`src/rtl/core/sbl_pkg.sv`:
```
// Shared types and constants for the Sobel edge magnitude block.
// No dependencies; every other file imports this package.
package sbl_pkg;

   localparam int MAX_WIDTH_DEF = 2048;
   localparam int PIX_W         = 8;
   localparam int CFG_W         = 12;
   localparam int ROW_W         = 12;
   localparam int CSR_IDX_W     = 1;
   localparam int WIDTH_RESET   = 640;
   localparam int HEIGHT_RESET  = 480;
   localparam int GRAD_W        = 11;
   localparam int SQ_W          = 21;
   localparam int SUM_W         = 22;
   localparam int ROOT_W        = 8;
   localparam int RAD_W         = 2 * ROOT_W;
   localparam int SAT_LEVEL     = 65025;

   typedef enum logic [CSR_IDX_W-1:0] {
      CSR_IMAGE_WIDTH  = 1'b0,
      CSR_IMAGE_HEIGHT = 1'b1
   } csr_index_type;

   typedef struct packed {
      logic [PIX_W-1:0] pixel;
      logic             frame_start;
   } req_payload_type;

   typedef struct packed {
      logic [PIX_W-1:0] edge_magnitude;
      logic             frame_last;
   } rsp_payload_type;

   typedef struct packed {
      logic produce;
      logic last;
   } tag_type;

endpackage

```
`src/rtl/core/sbl_magnitude.sv`:
```
// Squares, saturating sum and bit-per-stage floor square root pipeline.
// Depends on sbl_pkg.
module sbl_magnitude import sbl_pkg::*; (
   input  logic                     clock,
   input  logic                     reset,
   input  logic                     adv,
   input  logic                     in_valid,
   input  logic                     in_last,
   input  logic signed [GRAD_W-1:0] gx,
   input  logic signed [GRAD_W-1:0] gy,
   output logic                     out_valid,
   output logic [ROOT_W-1:0]        edge_magnitude,
   output logic                     frame_last
);

   logic                     sq_valid_ff, sq_last_ff;
   logic [SQ_W-1:0]          sqx_ff, sqy_ff;
   logic signed [2*GRAD_W-1:0] gx_wide, gy_wide, gx_sq, gy_sq;
   logic [SUM_W-1:0]         sum;

   logic                     valid_ff [ROOT_W+1];
   logic                     last_ff  [ROOT_W+1];
   logic [RAD_W-1:0]         rad_ff   [ROOT_W+1];
   logic [ROOT_W-1:0]        root_ff  [ROOT_W+1];

   assign gx_wide = (2*GRAD_W)'(gx);
   assign gy_wide = (2*GRAD_W)'(gy);
   assign gx_sq   = gx_wide * gx_wide;
   assign gy_sq   = gy_wide * gy_wide;
   assign sum     = {1'b0, sqx_ff} + {1'b0, sqy_ff};

   always_ff @(posedge clock) begin
      if (reset) begin
         sq_valid_ff <= 1'b0;
         valid_ff[0] <= 1'b0;
      end else if (adv) begin
         sq_valid_ff <= in_valid;
         valid_ff[0] <= sq_valid_ff;
      end
      if (adv) begin
         sq_last_ff <= in_last;
         sqx_ff     <= gx_sq[SQ_W-1:0];
         sqy_ff     <= gy_sq[SQ_W-1:0];
         last_ff[0] <= sq_last_ff;
         rad_ff[0]  <= (sum >= SUM_W'(SAT_LEVEL)) ? '1 : sum[RAD_W-1:0];
         root_ff[0] <= '0;
      end
   end

   for (genvar j = 0; j < ROOT_W; j++) begin : g_root
      logic [ROOT_W-1:0] trial;
      logic [RAD_W-1:0]  trial_sq;

      assign trial    = root_ff[j] | (ROOT_W'(1) << (ROOT_W - 1 - j));
      assign trial_sq = RAD_W'(trial) * RAD_W'(trial);

      always_ff @(posedge clock) begin
         if (reset) begin
            valid_ff[j+1] <= 1'b0;
         end else if (adv) begin
            valid_ff[j+1] <= valid_ff[j];
         end
         if (adv) begin
            last_ff[j+1] <= last_ff[j];
            rad_ff[j+1]  <= rad_ff[j];
            root_ff[j+1] <= (trial_sq <= rad_ff[j]) ? trial : root_ff[j];
         end
      end
   end

   assign out_valid      = valid_ff[ROOT_W];
   assign edge_magnitude = root_ff[ROOT_W];
   assign frame_last     = last_ff[ROOT_W];

endmodule

```
`config.mk`:
```
export PLATFORM = sky130hd
export DESIGN_NAME = sbl_magnitude
export DESIGN_NICKNAME = d
export VERILOG_FILES = /design/src/rtl/core/sbl_pkg.sv /design/src/rtl/core/sbl_magnitude.sv
export SDC_FILE = /design/constraint.sdc
export NUM_CORES = 1
export LEC_CHECK = 0
export BUFFER_PORTS_ARGS = -buffer_cell sky130_fd_sc_hd__buf_2
export CAP_MARGIN = 25
export CORE_MARGIN = 5
export CORE_UTILIZATION = 35
export DETAILED_ROUTE_END_ITERATION = 10
export PLACE_DENSITY = 0.47
export REMOVE_ABC_BUFFERS = 1
export SLEW_MARGIN = 25
export SYNTH_ARGS = -nofsm -noshare
export SYNTH_HDL_FRONTEND = slang
export SYNTH_SLANG_ARGS = --single-unit
```
`constraint.sdc`:
```
create_clock -name clock -period 5.96 [get_ports clock]
set_input_delay 1.192 -clock clock [delete_from_list [all_inputs] [get_ports clock]]
set_output_delay 1.192 -clock clock [all_outputs]
set_load 0.02 [all_outputs]
```
==> impl_results.md, run 1 <==
* Cell area after synthesis at 21700 sq um
* Tightest Pin Transition at 678 ps
* Pre-CTS setup slack at -203 ps
* Max-slew headroom at 54.8%
* Netlist cell types at 68
* WS Path Type: flip-flop to flip-flop
* DR pass1 iterations at 6
* Crit path DAT at 6000 ps
* Maximum vdd drop at 0.377 mV
* PwrDens at 586 nW/um^2
* Num CTS Buffers at 26
* First-pass GRT wire length at 71600 um
* Chip width at 259 um
* Fin nets at 2696
* Cells after synthesis at 1955
* Status: completed
* Sequential share of the synthesized area at 30.9%
* HP Class: flip-flop to flip-flop
* Yosys reg bits at 224
* Synthesis Warnings at 0
* Clk Latency, worst-skew pair at 540 ps
* Number of global-route vias before repair at 15100
* GRT Overall Usage at 12.8%
* Clock sink count at 224
* Clock transition at path regs at 70 ps
* FMAX at 178 MHz
* Leak Pwr at 0.0116 uW
* Crit start category: flip-flop
* Max-cap viol count at 0
* Overall die height at 259 um
* Final Skew at 11.9 ps
* Share of cells above drive strength 1 at 12.4%
* Worst setup slack after layout at 357 ps
* WP data required at 6360 ps
* Core Box Area at 61600 sq um
* Port bufs at 36
* Minimum hold slack at 419 ps
* EDFF count, synth at 223
* Worst-path maximum fanout at 8
* Final GP Congestion at 0.807
* GRT overflow at 0
* Predominant post-synthesis flop cell: edfxtp_1
* Crit path capture type: flip-flop
* Fin crit share at 94.0%
* Layout area overhead at 14.8%
* Largest net degree at the start of global routing at 112
* RSZ-0062 raised after global routing: no
* Final Setup Violations at 0
* Routed WL at 41600 um
* Ys async rst share at 0%
* Final cell count without fillers at 2998
* CTS max path bufs at 3
* FP Rows at 91
* Die area at 67200 sq um
* Final Hold Vio Count at 0
* Min Tclk post-route at 5600 ps
* Fin. max-slew vios at 0
* Io pins at 37
* CTS tree: yes
* Core Util, Final at 40.5%
* DRC viols at 0
* DRT iter0 DRCs at 383
* Placed insts at 2952
* DR WL/cell at 13.9 um
* Syn avg cell area at 11.1 sq um
* Post-detailed-route count of antenna-violating nets at 0
* Antenna Cells at 0
* Via count at 13600
* Max H-tree Level at 1
* Total power at 14600 uW
* Initial antenna violation count at 0
* Clk root buf: clkbuf_16
* Via density at 4.55
* Starting density of the core at 35.3%
* HPWL reported at the end of detailed placement at 34700 um
-- synth_stat cells (3+ instances only) --
| cell type | number | area share, % |
|---|---|---|
| inv_1 | 406 | 7.0 |
| ha_1 | 270 | 16 |
| fa_1 | 256 | 24 |
| edfxtp_1 | 223 | 31 |
| and2_1 | 113 | 3.3 |
| xnor2_1 | 102 | 4.1 |
| nand2_1 | 86 | 1.5 |
| nor2_1 | 62 | 1.1 |
| a21oi_1 | 58 | 1.3 |
| o21ai_0 | 35 | 0.81 |
| nor2b_1 | 32 | 0.92 |
| clkbuf_1 | 29 | 0.50 |
| a21o_1 | 28 | 0.97 |
| nand3_1 | 25 | 0.58 |
| nand2b_1 | 24 | 0.69 |
| nor3_1 | 24 | 0.55 |
| nand4_1 | 18 | 0.52 |
| xor2_1 | 15 | 0.60 |
| or2_2 | 13 | 0.37 |
| o21a_1 | 11 | 0.38 |
| and3_1 | 9 | 0.26 |
| mux2i_1 | 9 | 0.41 |
| a31oi_1 | 8 | 0.23 |
| nor4_1 | 7 | 0.20 |
| o21bai_1 | 7 | 0.24 |
| or3_1 | 7 | 0.20 |
| nand3_2 | 6 | 0.28 |
| o211ai_1 | 6 | 0.21 |
| nor4b_1 | 5 | 0.20 |
| a21boi_0 | 4 | 0.14 |
| o31a_1 | 4 | 0.16 |
| o2111ai_1 | 3 | 0.12 |
| o21ai_1 | 3 | 0.069 |
| o311ai_0 | 3 | 0.12 |
| o31ai_1 | 3 | 0.10 |
-- critical path, cell delays in order (launching register included) --
cell and delay (ps):
edfxtp_1 550, and2_1 260, ha_1 180, or2_2 300, fa_1 480, inv_1 50, fa_1 500, fa_1 560
inv_1 50, ha_1 310, a21boi_0 150, o21ai_0 210, nor2b_1 180, xnor2_1 140, ha_1 270, a21o_1 170
a21o_1 170, a21o_1 170, a21o_1 170, a21oi_1 150, nor2b_1 60, o21ai_0 170, a32o_1 230
-- flip-flops by register name, indices dropped and copies added, names as in the netlist --
register / flops
sq_last_ff: 1
valid_ff: 9
last_ff: 9
sqy_ff: 20
sq_valid_ff: 1
sqx_ff: 20
rad_ff: 128
root_ff: 36
-- per-layer routing --
metal	share of wire [%]	GRT usage, %
met2	56	25.7
met4	1.7	2.41
met1	40	14.6
met5	0	0
met3	2.0	1.52
-- power by group --
group | switching, uW | internal, uW
Combinational | 5410 | 5130
Clock | 637 | 1040
Sequential | 137 | 2270
-- final timing paths --
kind	slack, ps	depth (start not counted)	from	end
max	360	22	root_ff[0][58]	root_ff[0][64]
min	420	0	last_ff[0][4]	last_ff[0][5]
max reg2reg	360	22	root_ff[0][58]	root_ff[0][64]
min reg2reg	420	0	last_ff[0][4]	last_ff[0][5]
-- cell type report --
cell class	instances	area (sq um)
clock inverter	16	214
inverter	406	1520
multi-input combinational	1291	13400
sequential	224	6720
timing repair buffer	194	1390
clock buffer	30	687
fill	6037	36700
tap	837	1050
-- logic make-up (layout without fill, tap and decap cells) --
logic type | count (synthesis) | count (layout) | share of synthesized area [%]
buf+inv | 440 | 646 | 7.69
xor+xnor | 117 | 117 | 4.72
flops | 224 | 224 | 30.9
fa+ha+maj | 526 | 526 | 39.1
mux | 9 | 9 | 0.415
compound gates | 197 | 197 | 6.04
simple gates | 442 | 442 | 11.1
-- per-stage QoR --
step	setup TNS [ps]	cell area (sq um)
3_3_place_gp	-812	24000
5_1_grt	0	24900
6_report	0	24900
4_1_cts	0	24900
2_1_floorplan	0	21600
3_5_place_dp	-905	24000
-- cells in the final DEF, fill, tap and decap left out, types with 6 or more instances in the layout --
cell type / instances
o21bai_1: 7
mux2i_1: 9
o21ai_0: 33
a21oi_1: 58
nand3_1: 25
xor2_1: 15
nand3_2: 6
inv_1: 406
or3_1: 7
a21o_1: 28
buf_4: 157
edfxtp_1: 223
nand2b_1: 24
ha_1: 270
a31oi_1: 8
nand4_1: 18
nor3_1: 24
nor2_1: 62
xnor2_1: 102
nand2_1: 86
o211ai_1: 6
fa_1: 256
nor4_1: 7
buf_2: 35
clkbuf_16: 27
nor2b_1: 31
o21a_1: 11
and2_1: 113
and3_1: 9
or2_2: 13
-- timing repair --
action,in CTS,in global routing
hold buffers,0,0
buffers inserted,0,0
setup endpoints to repair,1,1
gates resized for setup,1,5
pin swaps,0,2
No activity file was read; power rests on OpenSTA's default activity.
==> run 2, diff against run 1 <==
--- a/config.mk
+++ b/config.mk
@@ -7,10 +7,9 @@
 export LEC_CHECK = 0
 export BUFFER_PORTS_ARGS = -buffer_cell sky130_fd_sc_hd__buf_2
 export CAP_MARGIN = 25
-export CORE_MARGIN = 5
+export CORE_MARGIN = 2
 export CORE_UTILIZATION = 35
 export DETAILED_ROUTE_END_ITERATION = 10
-export PLACE_DENSITY = 0.47
 export REMOVE_ABC_BUFFERS = 1
 export SLEW_MARGIN = 25
 export SYNTH_ARGS = -nofsm -noshare
==> run 2 against run 1 <==
Compared with the run above:
- setup slack lost 99 ps
- utilization shrank 0.29 points
- global-route usage shrank 0.18 points
- sequential cell count is the same
- register-to-register slack lost 99 ps
- sequential share of layout area grew 0.25 points
- critical path type unchanged
- fmax shrank 1.7%
- final cell count shrank 2.3%
- clock skew grew 13 ps
- combinational power is essentially flat
==> impl_results.md, run 2 (synthesis gave the netlist of run 1 again) <==
* Minimum hold slack at 414 ps
* Max H-tree Level at 1
* CP delay by family, top: adder cells
* Fin nets at 2672
* Combinational share of power at 71.8%
* Largest net degree at the start of global routing at 114
* Final Hold Vio Count at 0
* Crit start category: flip-flop
* Max-slew headroom at 33.6%
* Final GP Congestion at 0.857
* Share of cells above drive strength 1 at 11.9%
* Clock transition at path regs at 70 ps
* Reg power frac at 16.7%
* Most frequent cells in the layout: inv_1 (405), ha_1 (269), fa_1 (256), edfxtp_1 (223), buf_4 (131)
* DR pass1 iterations at 5
* Total power at 14400 uW
* Layout area overhead at 13.7%
* DRC viols at 0
* Via density at 4.63
* Critical path's largest stage delay at 550 ps
* Pint at 8240 uW
* CTS max path bufs at 3
* Clk pwr share at 11.4%
* Port bufs at 36
* Status: completed
* Overall die height at 253 um
* Pre-CTS setup slack at -163 ps
* Buf/Inv on CP at 3
* GRT Overall Usage at 12.6%
* Routed WL at 38500 um
* HP Class: flip-flop to flip-flop
* Io pins at 37
* DR WL/cell at 13.1 um
* Number of global-route vias before repair at 14900
* # fillers at 5929
* Crit-path most repeated cell: fa_1
* GRT overflow at 0
* WS Path Type: flip-flop to flip-flop
* Biggest regs: rad_ff x128, root_ff x36
* Num CTS Buffers at 27
* DRT iter0 DRCs at 511
* Final Skew at 24.5 ps
* Max reg flops at 128
* Worst setup slack after layout at 258 ps
* Multi-input gate area at 13400 sq um
* Hold-fix buffers at CTS at 0
* Antenna Cells at 0
* Tightest Pin Transition at 995 ps
* Min Tclk post-route at 5700 ps
* Crit path capture type: flip-flop
* FMAX at 175 MHz
* Via count at 13600
* Maximum vdd drop at 0.498 mV
* FP Rows at 91
* WP data required at 6340 ps
* Core Box Area at 61500 sq um
* Leak Pwr at 0.0115 uW
* Clk root buf: clkbuf_16
* Clk Latency, worst-skew pair at 550 ps
* Clock sink count at 224
* Critical path cell sequence: ha_2, fa_1, inv_1, fa_1, fa_1, fa_1, inv_1, ha_1, o21ai_0, a21boi_1, o21ai_1, a21boi_1, o21ai_1, nor2b_4, o211ai_1, ha_1, nor4bb_4, buf_4, nand4_1, o32a_1, o21ai_2
* Commonest non-fill, non-tap cell in the layout: inv_1
* Biggest register: rad_ff
* Final Setup Violations at 0
* First-pass GRT wire length at 67500 um
* Initial antenna violation count at 0
* Die area at 64100 sq um
* Starting density of the core at 35.3%
* CTS tree: yes
* Fin. max-slew vios at 0
* Worst-path maximum fanout at 3
* Chip width at 253 um
* Fin crit share at 95.7%
* Post-detailed-route count of antenna-violating nets at 0
* Switching Fraction at 42.7%
* Psw at 6150 uW
* Sequential cell area at 6720 sq um
* Crit path DAT at 6080 ps
* HPWL reported at the end of detailed placement at 32000 um
* CP max-delay cell: fa_1
* PwrDens at 582 nW/um^2
* Max-cap viol count at 0
run 2: worst paths after layout:
kind | from | cells after the start | end | slack, ps
min | last_ff[0][6] | 0 | last_ff[0][7] | 410
min reg2reg | last_ff[0][6] | 0 | last_ff[0][7] | 410
max reg2reg | root_ff[0][53] | 21 | root_ff[0][57] | 260
max | root_ff[0][53] | 21 | root_ff[0][57] | 260
run 2: metal layers:
metal | share of wire [%] | up-vias | global-route usage [%]
li1 | - | 6707 | -
met1 | 41 | 6624 | 14.3
met2 | 54 | 159 | 24.7
met3 | 2.7 | 75 | 1.52
met5 | 0 | - | 0
met4 | 2.9 | 0 | 3.53
run 2: what timing repair did:
item / CTS / global route
endpoints found under the hold margin: 0 / 0
pin swaps: 1 / 6
resized for setup: 4 / 13
setup endpoints to repair: 1 / 2
buffers inserted: 0 / 4
run 2: power groups by stage:
stage	Combinational [uW]	Clock, uW	Sequential (uW)
after floorplan	7750	0	2390
after global placement	10100	0	2450
after detailed placement	10400	0	2450
after CTS	10500	1700	2420
after global routing	11900	1760	2430
final	10300	1640	2410
run 2: stage by stage:
step                      utilization, %  std cells  setup TNS, ps  area, sq um
after floorplan                        -       1921              0        21600
after global placement              38.6       2876           -343        23700
after detailed placement            38.6       2876           -724        23700
after CTS                           40.1       2926              0        24600
after global routing                40.2       2930          -34.9        24700
final                               40.2       2930              0        24700
run 2: layout make-up:
type | count | area share, %
inverters | 406 | 6.17
repair buffers | 169 | 4.91
clock buffers | 30 | 2.78
clock inverters | 20 | 0.820
flip-flops and latches | 224 | 27.2
well taps | 790 | 4.00
multi-input cells | 1291 | 54.1
==> run 3, diff against run 2 <==
--- a/config.mk
+++ b/config.mk
@@ -7,7 +7,6 @@
 export LEC_CHECK = 0
 export BUFFER_PORTS_ARGS = -buffer_cell sky130_fd_sc_hd__buf_2
 export CAP_MARGIN = 25
-export CORE_MARGIN = 2
 export CORE_UTILIZATION = 35
 export DETAILED_ROUTE_END_ITERATION = 10
 export REMOVE_ABC_BUFFERS = 1
==> run 3 against run 2 <==
Compared with the run above:
- power fell by 1.0%
- non-clock buffer count fell by 1
- global-route usage rose by 0.19 points
- clock-buffer cell count fell by 1
- critical endpoint is now root_ff[0][64]
- first-iteration DRC count rose by 8.6%
- sequential cell count did not move
==> impl_results.md, run 3 (synthesis gave the netlist of run 1 again) <==
* Status: completed
* FMAX at 177 MHz
* Leak Pwr at 0.0115 uW
* WP data required at 6360 ps
* WS Path Type: flip-flop to flip-flop
* Biggest register: rad_ff
* Max-cap viol count at 0
* Clock sink count at 224
* Core Box Area at 60800 sq um
* Routed WL at 38600 um
* Clk root buf: clkbuf_16
* DR pass1 iterations at 7
* Setup tns final at 0 ps
* Via density at 4.64
* Total power at 14200 uW
* DR WL/cell at 13.2 um
* Final Setup Violations at 0
* GRT overflow at 0
* Crit path capture type: flip-flop
* HP Class: flip-flop to flip-flop
* Biggest regs: rad_ff x128, root_ff x36
* Max reg flops at 128
* Layout area overhead at 13.3%
* Io pins at 37
* First-pass GRT wire length at 67200 um
* Fin crit share at 95.0%
* Overall die height at 251 um
* Max-slew headroom at 49.8%
* Starting density of the core at 35.7%
* Share of cells above drive strength 1 at 11.6%
* DRC viols at 0
* Final Skew at 13.9 ps
* Num CTS Buffers at 26
* DRT iter0 DRCs at 555
* Die area at 63100 sq um
* FP Rows at 90
* Final Hold Vio Count at 0
* Post-detailed-route count of antenna-violating nets at 0
* Largest net degree at the start of global routing at 131
* CTS max path bufs at 3
* Max H-tree Level at 1
* Antenna Cells at 0
* CTS tree: yes
* Via count at 13600
* Clk Latency, worst-skew pair at 550 ps
* Hold-fix buffers at CTS at 0
* Worst setup slack after layout at 300 ps
* Fin nets at 2670
* Clock transition at path regs at 70 ps
* Crit start category: flip-flop
* HPWL reported at the end of detailed placement at 32100 um
* Min Tclk post-route at 5660 ps
* Most frequent cells in the layout: inv_1 (405), ha_1 (269), fa_1 (256), edfxtp_1 (223), buf_4 (128)
* Tightest Pin Transition at 752 ps
* Core Util, Final at 40.5%
* Commonest non-fill, non-tap cell in the layout: inv_1
* GRT Overall Usage at 12.8%
* Fin. max-slew vios at 0
* Port bufs at 36
* Maximum vdd drop at 0.336 mV
* # fillers at 5832
* Crit path DAT at 6060 ps
* Number of global-route vias before repair at 14700
* Final GP Congestion at 0.831
* RSZ-0062 raised after global routing: no
* Chip width at 251 um
* Worst-path maximum fanout at 8
* Pre-CTS setup slack at -254 ps
* PwrDens at 579 nW/um^2
* Initial antenna violation count at 0
run 3: worst paths after layout:
| check | start | depth (start not counted) | slack (ps) | end |
|---|---|---|---|---|
| worst min register to register | last_ff[0][5] | 0 | 420 | last_ff[0][6] |
| worst min-delay path | last_ff[0][5] | 0 | 420 | last_ff[0][6] |
| worst max-delay path | root_ff[0][58] | 21 | 300 | root_ff[0][64] |
| worst max register to register | root_ff[0][58] | 21 | 300 | root_ff[0][64] |
run 3: power by group:
| part | switching (uW) | internal [uW] | leakage, uW |
|---|---|---|---|
| Combinational | 5340 | 4990 | 0.00894 |
| Clock | 665 | 835 | 0.000384 |
| Sequential | 137 | 2270 | 0.00215 |
| Total | 6140 | 8100 | 0.0115 |
run 3: final cells by class:
class / count / area [sq um] / area share [%]
Tap cell: 782 / 978 / 3.98
Sequential cell: 224 / 6720 / 27.3
Clock buffer: 29 / 683 / 2.78
Timing Repair Buffer: 168 / 1220 / 4.96
Inverter: 406 / 1520 / 6.19
Clock inverter: 19 / 124 / 0.503
Multi-Input combinational cell: 1291 / 13400 / 54.3
run 3: stage by stage:
stage	cell area, sq um	instances	hold WS, ps
global route	24600	2919	426
detailed placement	23700	2865	406
finish	24600	2919	419
CTS	24500	2913	420
floorplan	21600	1921	400
global placement	23700	2865	401
run 3: critical path, stage by stage (launching register included):
cell	delay, ps
edfxtp_1	540
and2_1	250
fa_1	490
fa_1	550
inv_1	60
fa_1	500
fa_1	560
inv_1	40
ha_1	220
or2_2	300
o22ai_1	150
inv_1	60
a21oi_1	180
xnor2_1	150
ha_1	270
a21o_1	170
a21o_1	180
a21o_1	180
a21oi_1	190
nor2b_1	70
o21ai_0	160
a32o_1	230
run 3: what timing repair did:
action / CTS / global route
cloned: 0 / 0
gates resized for setup: 3 / 11
pin swaps: 0 / 4
setup buffers: 0 / 6
hold endpoints to repair: 0 / 0
endpoints found under the setup margin: 1 / 2
run 3: layer usage:
metal | share of wire (%) | GRT usage (%) | wire, um
met1 | 41 | 14.5 | 15900
met2 | 54 | 24.9 | 20800
met3 | 2.3 | 1.53 | 891
met4 | 2.8 | 3.83 | 1090
met5 | 0 | 0 | 0
